[src/sv/mmq_ram.sv]
// Generic single write port, single read port RAM with registered read data.
// No dependencies.
`default_nettype none
module mmq_ram #(
  parameter int Width = 8,
  parameter int Depth = 16,
  parameter int AddrW = (Depth > 1) ? $clog2(Depth) : 1
) (
  input  wire logic             clk_i,
  input  wire logic             we_i,
  input  wire logic [AddrW-1:0] waddr_i,
  input  wire logic [Width-1:0] wdata_i,
  input  wire logic [AddrW-1:0] raddr_i,
  output logic      [Width-1:0] rdata_o
);

  logic [Width-1:0] mem_q [Depth];

  always_ff @(posedge clk_i) begin
    if (we_i) begin
      mem_q[waddr_i] <= wdata_i;
    end
    rdata_o <= mem_q[raddr_i];
  end

endmodule
`default_nettype wire

[config.mk]
export PLATFORM = sky130hd
export DESIGN_NAME = mmq_ram
export DESIGN_NICKNAME = d
export VERILOG_FILES = /design/src/sv/mmq_ram.sv
export SDC_FILE = /design/constraint.sdc
export NUM_CORES = 1
export LEC_CHECK = 0
export BUFFER_PORTS_ARGS = -buffer_cell sky130_fd_sc_hd__buf_2
export CAP_MARGIN = 5
export CORE_MARGIN = 2
export CORE_UTILIZATION = 30
export DETAILED_ROUTE_END_ITERATION = 12
export MAX_ROUTING_LAYER = met4
export PLACE_DENSITY = 0.57
export SLEW_MARGIN = 5
export SYNTH_ARGS = -nofsm -noshare
export SYNTH_HDL_FRONTEND = slang
export SYNTH_SLANG_ARGS = --single-unit
[constraint.sdc]
create_clock -name clk_i -period 4.4 [get_ports clk_i]
set_clock_uncertainty 0.2 [all_clocks]
set_input_delay 0.22 -clock clk_i [delete_from_list [all_inputs] [get_ports clk_i]]
set_output_delay 0.22 -clock clk_i [all_outputs]
set_load 0.05 [all_outputs]
# == After elaboration in Yosys (flattened, before gate mapping) ==
# Memory sizes are Yosys's and may differ from the RTL's. A register that Yosys moved wholly into a read port is not among the register bits.
# Index checks and enable logic that the tools add are counted.
# word_totals
ff_bits,0
ramBits,128
input_bits,18
output_inout_bits,8
wordCells,3
n_memories,1
# mem_list
memory,words,word_bits,rd,rd_ports_with_merged_regs,wr,line_no,rtl
mem_q,16,8,1,1,1,17,logic [Width-1:0] mem_q [Depth];
# op_classes
mux,2
# op_table
operator,count
1-bit 2-to-1 mux,2

# == Logic depth before layout (Yosys ltp) ==
# Gate-level depths: netlist of run 1.
# depth
depth_word,2
depth_mapped,5

# == Least setup slack after synthesis of run 1 ==
# OpenSTA, ideal clock, no wires.
# synth_timing
path_type,input port to flip-flop
startpoint,input waddr_i[2]
endpoint,"memory mem_q[0][0], enable pin"
setup_time_ns,0.383
arrival_time_ns,1.330
required_ns,3.817
path_slack_ns,2.487
stages,2
n_path_buf,0
path_cell_list,or3b_2 -> nor3_1
# synth_rtl
element,line_no,rtl
start: declaration,11,"input wire logic [AddrW-1:0] waddr_i,"
end: declaration,17,
# No word-level cell before the write port.

# == Final worst setup path of run 1 ==
# layout_timing
startpoint,input waddr_i[2]
endpoint,"memory mem_q[0][0], enable pin"
# No word-level cell before the write port.

==> results of run 1 <==
==> kinds of logic after synthesis <==
group / count (synthesis)
AOI/OAI and AO/OA: 16
DFF: 136
muxes: 32
and+or+nand+nor: 35
buffers and inverters: 10
==> area by class of cell <==
cell class | count | area [sq um]
tap | 220 | 275
clock inverter | 11 | 82.6
clock buffer | 21 | 450
timing repair buffer | 32 | 188
sequential | 136 | 4000
fill | 1542 | 10600
multi-input combinational | 83 | 1060
==> worst paths after layout <==
check | from | end | slack, ns | depth (start not counted)
setup / recovery | waddr_i[2] | mem_q[0][0] | 2.37 | 3
hold / removal | wdata_i[2] | mem_q[6][2] | 0.02 | 1
setup reg to reg | mem_q[5][3] | rdata_o[3] | 2.82 | 3
hold reg to reg | mem_q[4][1] | rdata_o[1] | 0.47 | 3
==> cell usage after synthesis <==
library cell | instances | area (sq um)
nand2b_1 | 2 | 12.5
buf_2 | 3 | 15.0
buf_6 | 3 | 33.8
edfxtp_1 | 128 | 3840
nor2b_1 | 1 | 6.26
nand2_1 | 9 | 33.8
clkdlybuf4s25_2 | 3 | 30.0
nand3_1 | 1 | 5.00
and2b_1 | 1 | 7.51
mux4_1 | 14 | 368
or3b_2 | 1 | 8.76
dfxtp_1 | 8 | 160
buf_4 | 1 | 7.51
mux4_2 | 18 | 405
and2_1 | 1 | 6.26
nand3b_1 | 2 | 15.0
nor2_1 | 13 | 48.8
nor3_1 | 4 | 20.0
a22oi_1 | 16 | 120
==> sequential cells by signal, summed over array words and instances, names as in the netlist <==
| signal | cells |
|---|---|
| mem_q | 128 |
| rdata_o | 8 |
==> per-layer routing <==
metal	vias up	global-route usage [%]	share of wire (%)
met4	0	3.30	0.79
met2	85	17.7	48
li1	1055	-	-
met3	8	3.83	6.9
met1	1218	15.4	44
met5	-	-	0
==> power by group through the flow <==
stage          clock network, mW  logic, mW  registers, mW
2_1_floorplan                  0     0.0735           1.51
3_3_place_gp                   0      0.157           1.49
3_5_place_dp                   0      0.159           1.49
4_1_cts                     1.28      0.162           1.46
5_1_grt                     1.33      0.171           1.46
6_report                    1.26      0.159           1.46
==> per-stage QoR <==
stage	power (mW)	std cells	hold slack (ns)
after floorplan	1.59	229	0.119
after global placement	1.64	467	0.415
after detailed placement	1.64	467	0.422
after CTS	2.90	503	0.00481
after global routing	2.96	503	0.0130
final	2.88	503	0.0183
==> what timing repair did <==
item	4_1_cts	5_1_grt
hold buffers	4	0
gates resized for setup	0	0
endpoints found under the hold margin	46	0
==> summary.md, run 1 <==
| Metric | Value |
|---|---|
| Status | `finished clean` |
| Slew @ Worst Pin | `1.29 ns` |
| Maximum number of pins on one net before global-route repair | `33` |
| Maximum fanout along the worst path | `8` |
| Number of different library cells in the post-synthesis netlist | `19` |
| Post-place instance area | `0.00548 sq mm` |
| Share of synthesized area occupied by flip-flops and latches | `between 70% and 80%` |
| Total number of clock tree sinks | `136` |
| Final-layout setup total negative slack | `0 ns` |
| Top library cells by usage in the layout, fill and taps aside | `edfxtp_1 (128), buf_2 (25), mux4_2 (18)` |
| Share of layout cells above drive strength 1 | `26.9%` |
| Clock slew seen by the registers of the worst setup and hold paths | `around 0.050 ns` |
| Critical path, cell by cell | `buf_2, or3b_2, nor3_1` |
| Post-synthesis share of cell area spent on xor and xnor gates | `0%` |
| Max-slew violation total from the final report | `0` |
| Data required time of the critical path | `about 4.2 ns` |
| Global route total overflow | `0` |
| Startpoint types | `input port` |
| Placer Congestion | `about 0.76` |
| Maximum cell stage delay along the critical path | `1.00 ns` |
| PwrDens | `475 mW/mm^2` |
| Layout overhead on the synthesized area | `17.7%` |
| Synth Register Bits | `136` |
| Number of DRC markers after the initial detailed-route iteration | `181` |
| Final Cycle Share | `46.2%` |
| Power share of the sequential group | `50.7%` |
| Count of endpoints failing setup in the final report | `0` |
| Routed Antenna Nets | `0` |
| Die span in y | `135 um` |
| Dpl ws | `1.89 ns` |
| Number of vias per cell after detailed routing | `4.70` |
| Number of global-route vias before repair | `approximately 2400` |
| Net count after synthesis | `247` |
| Nature of the critical path endpoint | `register` |
| Kind of cell adding the most delay to the critical path | `simple AND/OR/NAND/NOR gates` |
| Final worst path period need | `between 2 and 2.5 ns` |
| Count of H-tree levels built during CTS | `4` |
| Utilization after layout | `36.3%` |
| Share of total power in combinational logic | `~5.5%` |
| Worst-Skew Late Latency | `0.41 ns` |
| Number of instances in the synthesized netlist | `229` |
| Unrepaired setup endpoints after global routing | `no` |
| Cell chosen for the clock root | `clkbuf_16` |
| Lkg Pwr | `roughly 2.0 nW` |
| Hpwl dp | `6200 um` |
| Cell-internal power | `around 2.3 mW` |
| DRC viols | `0` |
| Share of the synthesized area in compound gates (AO/OA/AOI/OAI) | `2.33%` |
| Number of antenna violations at the first check in global routing | `0` |
| Cell area after layout | `0.00606 sq mm` |
| Number of top-level pins | `26` |
| Arrival @ worst endpoint | `between 1.5 and 2 ns` |
| Max-Cap Viols | `0` |
| Full die area | `0.0182 sq mm` |
| Max Clk Rate | `0.492 GHz` |
| Buffer and inverter count on the worst path | `1` |
| Slowest stage cell, crit path | `nor3_1` |
| Most common library cell in the layout ignoring fill and taps | `edfxtp_1` |
| Largest family of logic cells by synthesized area | `multiplexers` |
| Final-stage net count | `288` |
| Routed via count | `2366` |
| Adder-cell share of the synthesized area | `0%` |
| Placement Rows | `47` |
| Synth Area per Inst | `22.5 sq um` |
| Setup CP Type | `in2reg` |
| Warnings from Yosys | `0` |
| Worst IR Drop VDD | `249 uV` |
| Post-Synthesis Cell Area | `0.00515 sq mm` |
| Slew margin rel. | `a little over an eighth` |
| First-pass GRT wire length | `14500 um` |
| Pre-antenna DRT Iters | `4` |
| Net switching share of the total power | `20.6%` |
| Wire length after detailed routing | `approximately 9900 um` |
| Number of buffer cells added on primary ports | `25` |
| Diodes inserted | `0` |
| Clock network power share | `43.8%` |
| Overall track demand over capacity in global routing | `a little under an eighth` |
| Number of buffers inserted to repair setup after CTS | `0` |
| Routed len/inst | `slightly below 20 um` |
| Width of the die | `135 um` |
| Hold Fails Final Rpt | `0` |
| Smallest setup slack after layout | `around 2.4 ns` |
| Initial core utilization | `slightly above 30%` |
| Post-synthesis simple-gate area fraction | `3.18%` |
| Number of buffers created by CTS | `17` |
| Proportion of synthesized area in mux cells | `between 10% and 20%` |
| Net Sw Power | `0.593 mW` |
| Clk buf depth | `2` |
| Kind of path behind the tightest hold check | `in2reg` |
| Placeable core region | `0.0167 sq mm` |
| TritonCTS clock tree | `done` |
(Power assumes the default switching activity.)
==> inputs of run 2 (changes only) <==
==> constraint.sdc (replaced) <==
create_clock -name clk_i -period 1.9 [get_ports clk_i]
set_clock_uncertainty 0.2 [all_clocks]
set_input_delay 0.095 -clock clk_i [delete_from_list [all_inputs] [get_ports clk_i]]
set_output_delay 0.095 -clock clk_i [all_outputs]
set_load 0.05 [all_outputs]
==> summary.md, run 2 (synthesized netlist as in run 1, its figures left out) <==
| Metric | Value |
|---|---|
| Status | `finished clean` |
| Routed len/inst | `19.3 um` |
| Initial core utilization | `between 30% and 40%` |
| Number of buffer cells added on primary ports | `25` |
| Slowest stage cell, crit path | `mux4_1` |
| Cell chosen for the clock root | `clkbuf_16` |
| Setup CP Type | `reg2reg` |
| Unrepaired setup endpoints after global routing | `no` |
| Count of H-tree levels built during CTS | `4` |
| PwrDens | `1160 mW/mm^2` |
| Share of layout cells above drive strength 1 | `30.7%` |
| Hpwl dp | `6520 um` |
| Max-Cap Viols | `0` |
| TritonCTS clock tree | `done` |
| Startpoint types | `register` |
| Critical path, cell by cell | `mux4_1, a22oi_1, nand2_1` |
| Number of vias per cell after detailed routing | `4.70` |
| Pre-antenna DRT Iters | `4` |
| Largest register FFs | `around 130` |
| Post-place instance area | `0.00566 sq mm` |
| Multi-input combinational cell area | `about 0.0011 sq mm` |
| Placeable core region | `0.0167 sq mm` |
| Register name with the most flops | `mem_q` |
| Buffer and inverter count on the worst path | `0` |
| Routed Antenna Nets | `0` |
| Number of buffers created by CTS | `17` |
| Kind of path behind the tightest hold check | `in2reg` |
| Top library cells by usage in the layout, fill and taps aside | `edfxtp_1 (128), buf_2 (25), mux4_2 (18), buf_4 (18), clkbuf_16 (17)` |
| Clk buf depth | `2` |
| Arrival @ worst endpoint | `1.67 ns` |
| Kind of cell adding the most delay to the critical path | `multiplexers` |
| Number of hold buffers added after CTS | `9` |
| Lkg Pwr | `about 2.2 nW` |
| Slew margin rel. | `71.5%` |
| Total of cells resized after clock tree synthesis | `0` |
| Clock slew seen by the registers of the worst setup and hold paths | `0.05 ns` |
| Maximum cell stage delay along the critical path | `between 0.4 and 0.5 ns` |
| Number of antenna violations at the first check in global routing | `0` |
| Wire length after detailed routing | `10100 um` |
| Width of the die | `around 130 um` |
| Maximum number of pins on one net before global-route repair | `33` |
| Slew @ Worst Pin | `0.425 ns` |
| Final-layout setup total negative slack | `0 ns` |
| DRC viols | `0` |
| Final worst path period need | `1.58 ns` |
| Fill count | `1517` |
| Die span in y | `135 um` |
| Number of top-level pins | `26` |
| Cell area after layout | `0.00641 sq mm` |
| Placement Rows | `47` |
| Worst IR Drop VDD | `570 uV` |
| First-pass GRT wire length | `~16000 um` |
| Full die area | `0.0182 sq mm` |
| Nature of the critical path endpoint | `register` |
| Number of DRC markers after the initial detailed-route iteration | `329` |
| Number of global-route vias before repair | `2527` |
| Maximum fanout along the worst path | `1` |
| Area taken by flip-flops and latches | `0.00400 sq mm` |
| Largest regs | `mem_q x128, rdata_o x8` |
| Max-slew violation total from the final report | `0` |
| Hold Fails Final Rpt | `0` |
| Overall track demand over capacity in global routing | `12.6%` |
| Total number of clock tree sinks | `136` |
| Routed via count | `between 2000 and 2500` |
| Placer Congestion | `0.702` |
| Worst-Skew Late Latency | `roughly 0.41 ns` |
| Most common library cell in the layout ignoring fill and taps | `edfxtp_1` |
| Final Cycle Share | `83.4%` |
| Max Clk Rate | `0.631 GHz` |
| Global route total overflow | `0` |
| Diodes inserted | `0` |
| Count of endpoints failing setup in the final report | `0` |
| Final-stage net count | `311` |
| Layout overhead on the synthesized area | `24.6%` |
| Number of buffers inserted to repair setup after CTS | `0` |
| Data required time of the critical path | `1.98 ns` |
[run 2: changes by cell type in the layout (fill, tap and decap cells not counted), moves of 3 or more]
cell and change:
dlygate4sd3_1 +5, bufinv_16 +5, buf_12 +3, buf_4 +15, clkinv_2 -8
[run 2: report_power, final]
part / internal, mW / switching (mW) / leakage, nW
Combinational: 0.153 / 0.248 / 0.633
Sequential: 3.36 / 0.0195 / 1.22
Clock: 2.49 / 1.17 / 0.318
[run 2: routing by layer]
metal / global-route usage, % / routed length, um
met5: - / 0
met4: 3.47 / 26
met3: 3.98 / 629
met2: 17.6 / 4740
met1: 17.7 / 4750
[run 2: path summary, 6_finish.rpt]
path | to | slack [ns] | cells after the start | from
hold reg to reg | rdata_o[1] | 0.47 | 3 | mem_q[14][1]
hold / removal | mem_q[4][2] | 0.05 | 3 | waddr_i[1]
setup / recovery | rdata_o[2] | 0.32 | 3 | mem_q[3][2]
setup reg to reg | rdata_o[2] | 0.32 | 3 | mem_q[3][2]
[run 2: stage by stage]
stage / util (%) / worst slack, ns / hold WS [ns] / power, mW / instances
after floorplan: - / 0.112 / -0.00613 / 3.67 / 229
after global placement: 33.9 / 0.157 / 0.279 / 3.82 / 485
after detailed placement: 33.9 / 0.157 / 0.297 / 3.83 / 485
after CTS: 38.4 / 0.326 / 0.0362 / 7.51 / 526
after global routing: 38.4 / 0.229 / 0.0655 / 7.68 / 526
final: 38.4 / 0.315 / 0.0518 / 7.44 / 526
[run 2: final cells by class]
class,instances,share of cell area [%]
clock buffers,20,6.96
multi-input cells,83,16.5
flip-flops and latches,136,62.4
clock inverters,12,3.45
repair buffers,55,6.40
well taps,220,4.29
[run 2: worst min-delay path, stage by stage]
cell and delay, ns:
buf_2 0.14, nor3_1 0.07, buf_4 0.18
==> inputs of run 3 (changes only) <==
--- a/config.mk
+++ b/config.mk
@@ -11,7 +11,7 @@
 export CORE_UTILIZATION = 30
 export DETAILED_ROUTE_END_ITERATION = 12
 export MAX_ROUTING_LAYER = met4
-export PLACE_DENSITY = 0.57
+export PLACE_DENSITY = 0.58
 export SLEW_MARGIN = 5
 export SYNTH_ARGS = -nofsm -noshare
 export SYNTH_HDL_FRONTEND = slang
==> constraint.sdc (replaced) <==
create_clock -name clk_i -period 1.4 [get_ports clk_i]
set_clock_uncertainty 0.2 [all_clocks]
set_input_delay 0.07 -clock clk_i [delete_from_list [all_inputs] [get_ports clk_i]]
set_output_delay 0.07 -clock clk_i [all_outputs]
set_load 0.05 [all_outputs]
==> summary.md, run 3 (synthesized netlist as in run 1, its figures left out) <==
| Metric | Value |
|---|---|
| Maximum cell stage delay along the critical path | `0.51 ns` |
| Routed Antenna Nets | `0` |
| Number of DRC markers after the initial detailed-route iteration | `253` |
| DRC viols | `0` |
| GRT met1 Usage | `18.0%` |
| Startpoint types | `register` |
| Lkg Pwr | `2.18 nW` |
| Register name with the most flops | `mem_q` |
| Hpwl dp | `6960 um` |
| Placer Congestion | `roughly 0.73` |
| Number of buffers created by CTS | `17` |
| Slew @ Worst Pin | `0.953 ns` |
| TritonCTS clock tree | `done` |
| Most common library cell in the layout ignoring fill and taps | `edfxtp_1` |
| Placeable core region | `between 0.015 and 0.02 sq mm` |
| Largest register FFs | `128` |
| Setup CP Type | `reg2reg` |
| Total number of clock tree sinks | `~140` |
| Final Cycle Share | `105%` |
| Post-place instance area | `0.00583 sq mm` |
| Arrival @ worst endpoint | `1.56 ns` |
| Area taken by flip-flops and latches | `0.00400 sq mm` |
| Max Clk Rate | `0.679 GHz` |
| Top library cells by usage in the layout, fill and taps aside | `edfxtp_1 (128), mux4_2 (30), buf_4 (29)` |
| PwrDens | `1490 mW/mm^2` |
| Wire length after detailed routing | `roughly 11000 um` |
| Smallest setup slack after layout | `-0.0725 ns` |
| Maximum number of pins on one net before global-route repair | `21` |
| Max-slew violation total from the final report | `0` |
| Final-stage net count | `324` |
| Count of endpoints failing setup in the final report | `8` |
| Clock slew seen by the registers of the worst setup and hold paths | `0.06 ns` |
| Slowest stage cell, crit path | `mux4_2` |
| Critical path, cell by cell | `mux4_2, a22oi_2, nand2_1` |
| Layout overhead on the synthesized area | `26.8%` |
| Fill count | `1517` |
| Die span in y | `135 um` |
| Cell chosen for the clock root | `clkbuf_16` |
| Diodes inserted | `0` |
| Number of global-route vias before repair | `2684` |
| Multi-input combinational cell area | `0.00109 sq mm` |
| Number of vias per cell after detailed routing | `4.60` |
| Max-Cap Viols | `0` |
| Count of H-tree levels built during CTS | `4` |
| Number of top-level pins | `26` |
| Global route total overflow | `0` |
| Cell area after layout | `between 0.006 and 0.007 sq mm` |
| Nature of the critical path endpoint | `register` |
| Worst IR Drop VDD | `1110 uV` |
| Met2 Resource Use GR | `18.6%` |
| Overall track demand over capacity in global routing | `13.0%` |
| Maximum fanout along the worst path | `1` |
| Hold Fails Final Rpt | `0` |
| Clk buf depth | `2` |
| Routed len/inst | `19.5 um` |
| Data required time of the critical path | `between 1 and 1.5 ns` |
| Slew margin rel. | `36.2%` |
| Width of the die | `135 um` |
| Status | `complete, but fails checks` |
| Worst-Skew Late Latency | `0.41 ns` |
| Placement Rows | `47` |
| Number of antenna violations at the first check in global routing | `0` |
| Initial core utilization | `30.8%` |
| Unrepaired setup endpoints after global routing | `yes` |
| Share of layout cells above drive strength 1 | `42.3%` |
| Routed via count | `2478` |
| Global-route track usage on met3 | `approximately 3.6%` |
| Violated checks | `setup timing` |
| Largest regs | `mem_q x128, rdata_o x8` |
| First-pass GRT wire length | `16300 um` |
| Final-layout setup total negative slack | `-0.323 ns` |
| Pre-antenna DRT Iters | `4` |
| Full die area | `0.0182 sq mm` |
| Kind of path behind the tightest hold check | `in2reg` |
| Global route hottest layer | `met2` |
| Final worst path period need | `roughly 1.5 ns` |
| Number of buffer cells added on primary ports | `25` |
==> run 3: cell count changes in the layout (fill, tap and decap cells not counted), sizes merged <==
| cell | previous run | this run |
|---|---|---|
| clkinv | 3 | 4 |
| buf | 46 | 60 |
| inv | 1 | 0 |
| dlygate4sd3 | 9 | 8 |
| clkbuf | 20 | 19 |
| clkinvlp | 2 | 5 |
| bufinv | 6 | 4 |
==> run 3: repair_timing <==
action	in CTS	in global routing
setup endpoints to repair	8	8
buffers inserted	0	0
pin swaps	8	5
resized for setup	17	5
endpoints found under the hold margin	128	0
cloned	0	0
hold buffers	8	0
==> run 3: worst paths after layout <==
path	from	endpoint	slack (ns)	depth (start not counted)
setup reg to reg	mem_q[6][3]	rdata_o[3]	-0.07	3
hold reg to reg	mem_q[11][5]	rdata_o[5]	0.47	3
setup / recovery	mem_q[6][3]	rdata_o[3]	-0.07	3
hold / removal	waddr_i[1]	mem_q[0][3]	0.03	3
==> run 3: area by class of cell <==
| type | instances | share of cell area, % |
|---|---|---|
| sequential | 136 | 61.3 |
| multi-input combinational | 83 | 16.8 |
| timing repair buffer | 68 | 8.32 |
| clock buffer | 19 | 6.63 |
| tap | 220 | 4.22 |
| clock inverter | 13 | 2.74 |
==> run 3: critical path: cells and delay by family (launching register included) <==
kind	cells	cell delay, ns
and+or+nand+nor	1	0.10
muxes	1	0.51
DFF	1	0.37
AOI/OAI and AO/OA	1	0.18
==> run 3: layer usage <==
layer  routed length, um  up-vias
met2                4870       75
met3                 689       10
li1                    -     1120
met4                 124        0
met5                   0        -
met1                4850     1273
==> run 3: power breakdown <==
group | internal, mW | switching, mW
combinational | 0.245 | 0.361
sequential | 4.55 | 0.0280
clock | 2.96 | 1.59
==> run 3: metrics by stage <==
stage               hold slack [ns]  cells  power [mW]  setup slack, ns  util (%)
finish                       0.0286    539        9.74          -0.0725      39.1
global route                 0.0230    539        10.1           -0.148      39.1
CTS                          0.0117    539        9.82           -0.103      39.0
detailed placement            0.274    499        5.23           -0.300      34.9
global placement              0.257    499        5.22           -0.308      34.9
floorplan                   -0.0311    229        4.99         -0.00647         -
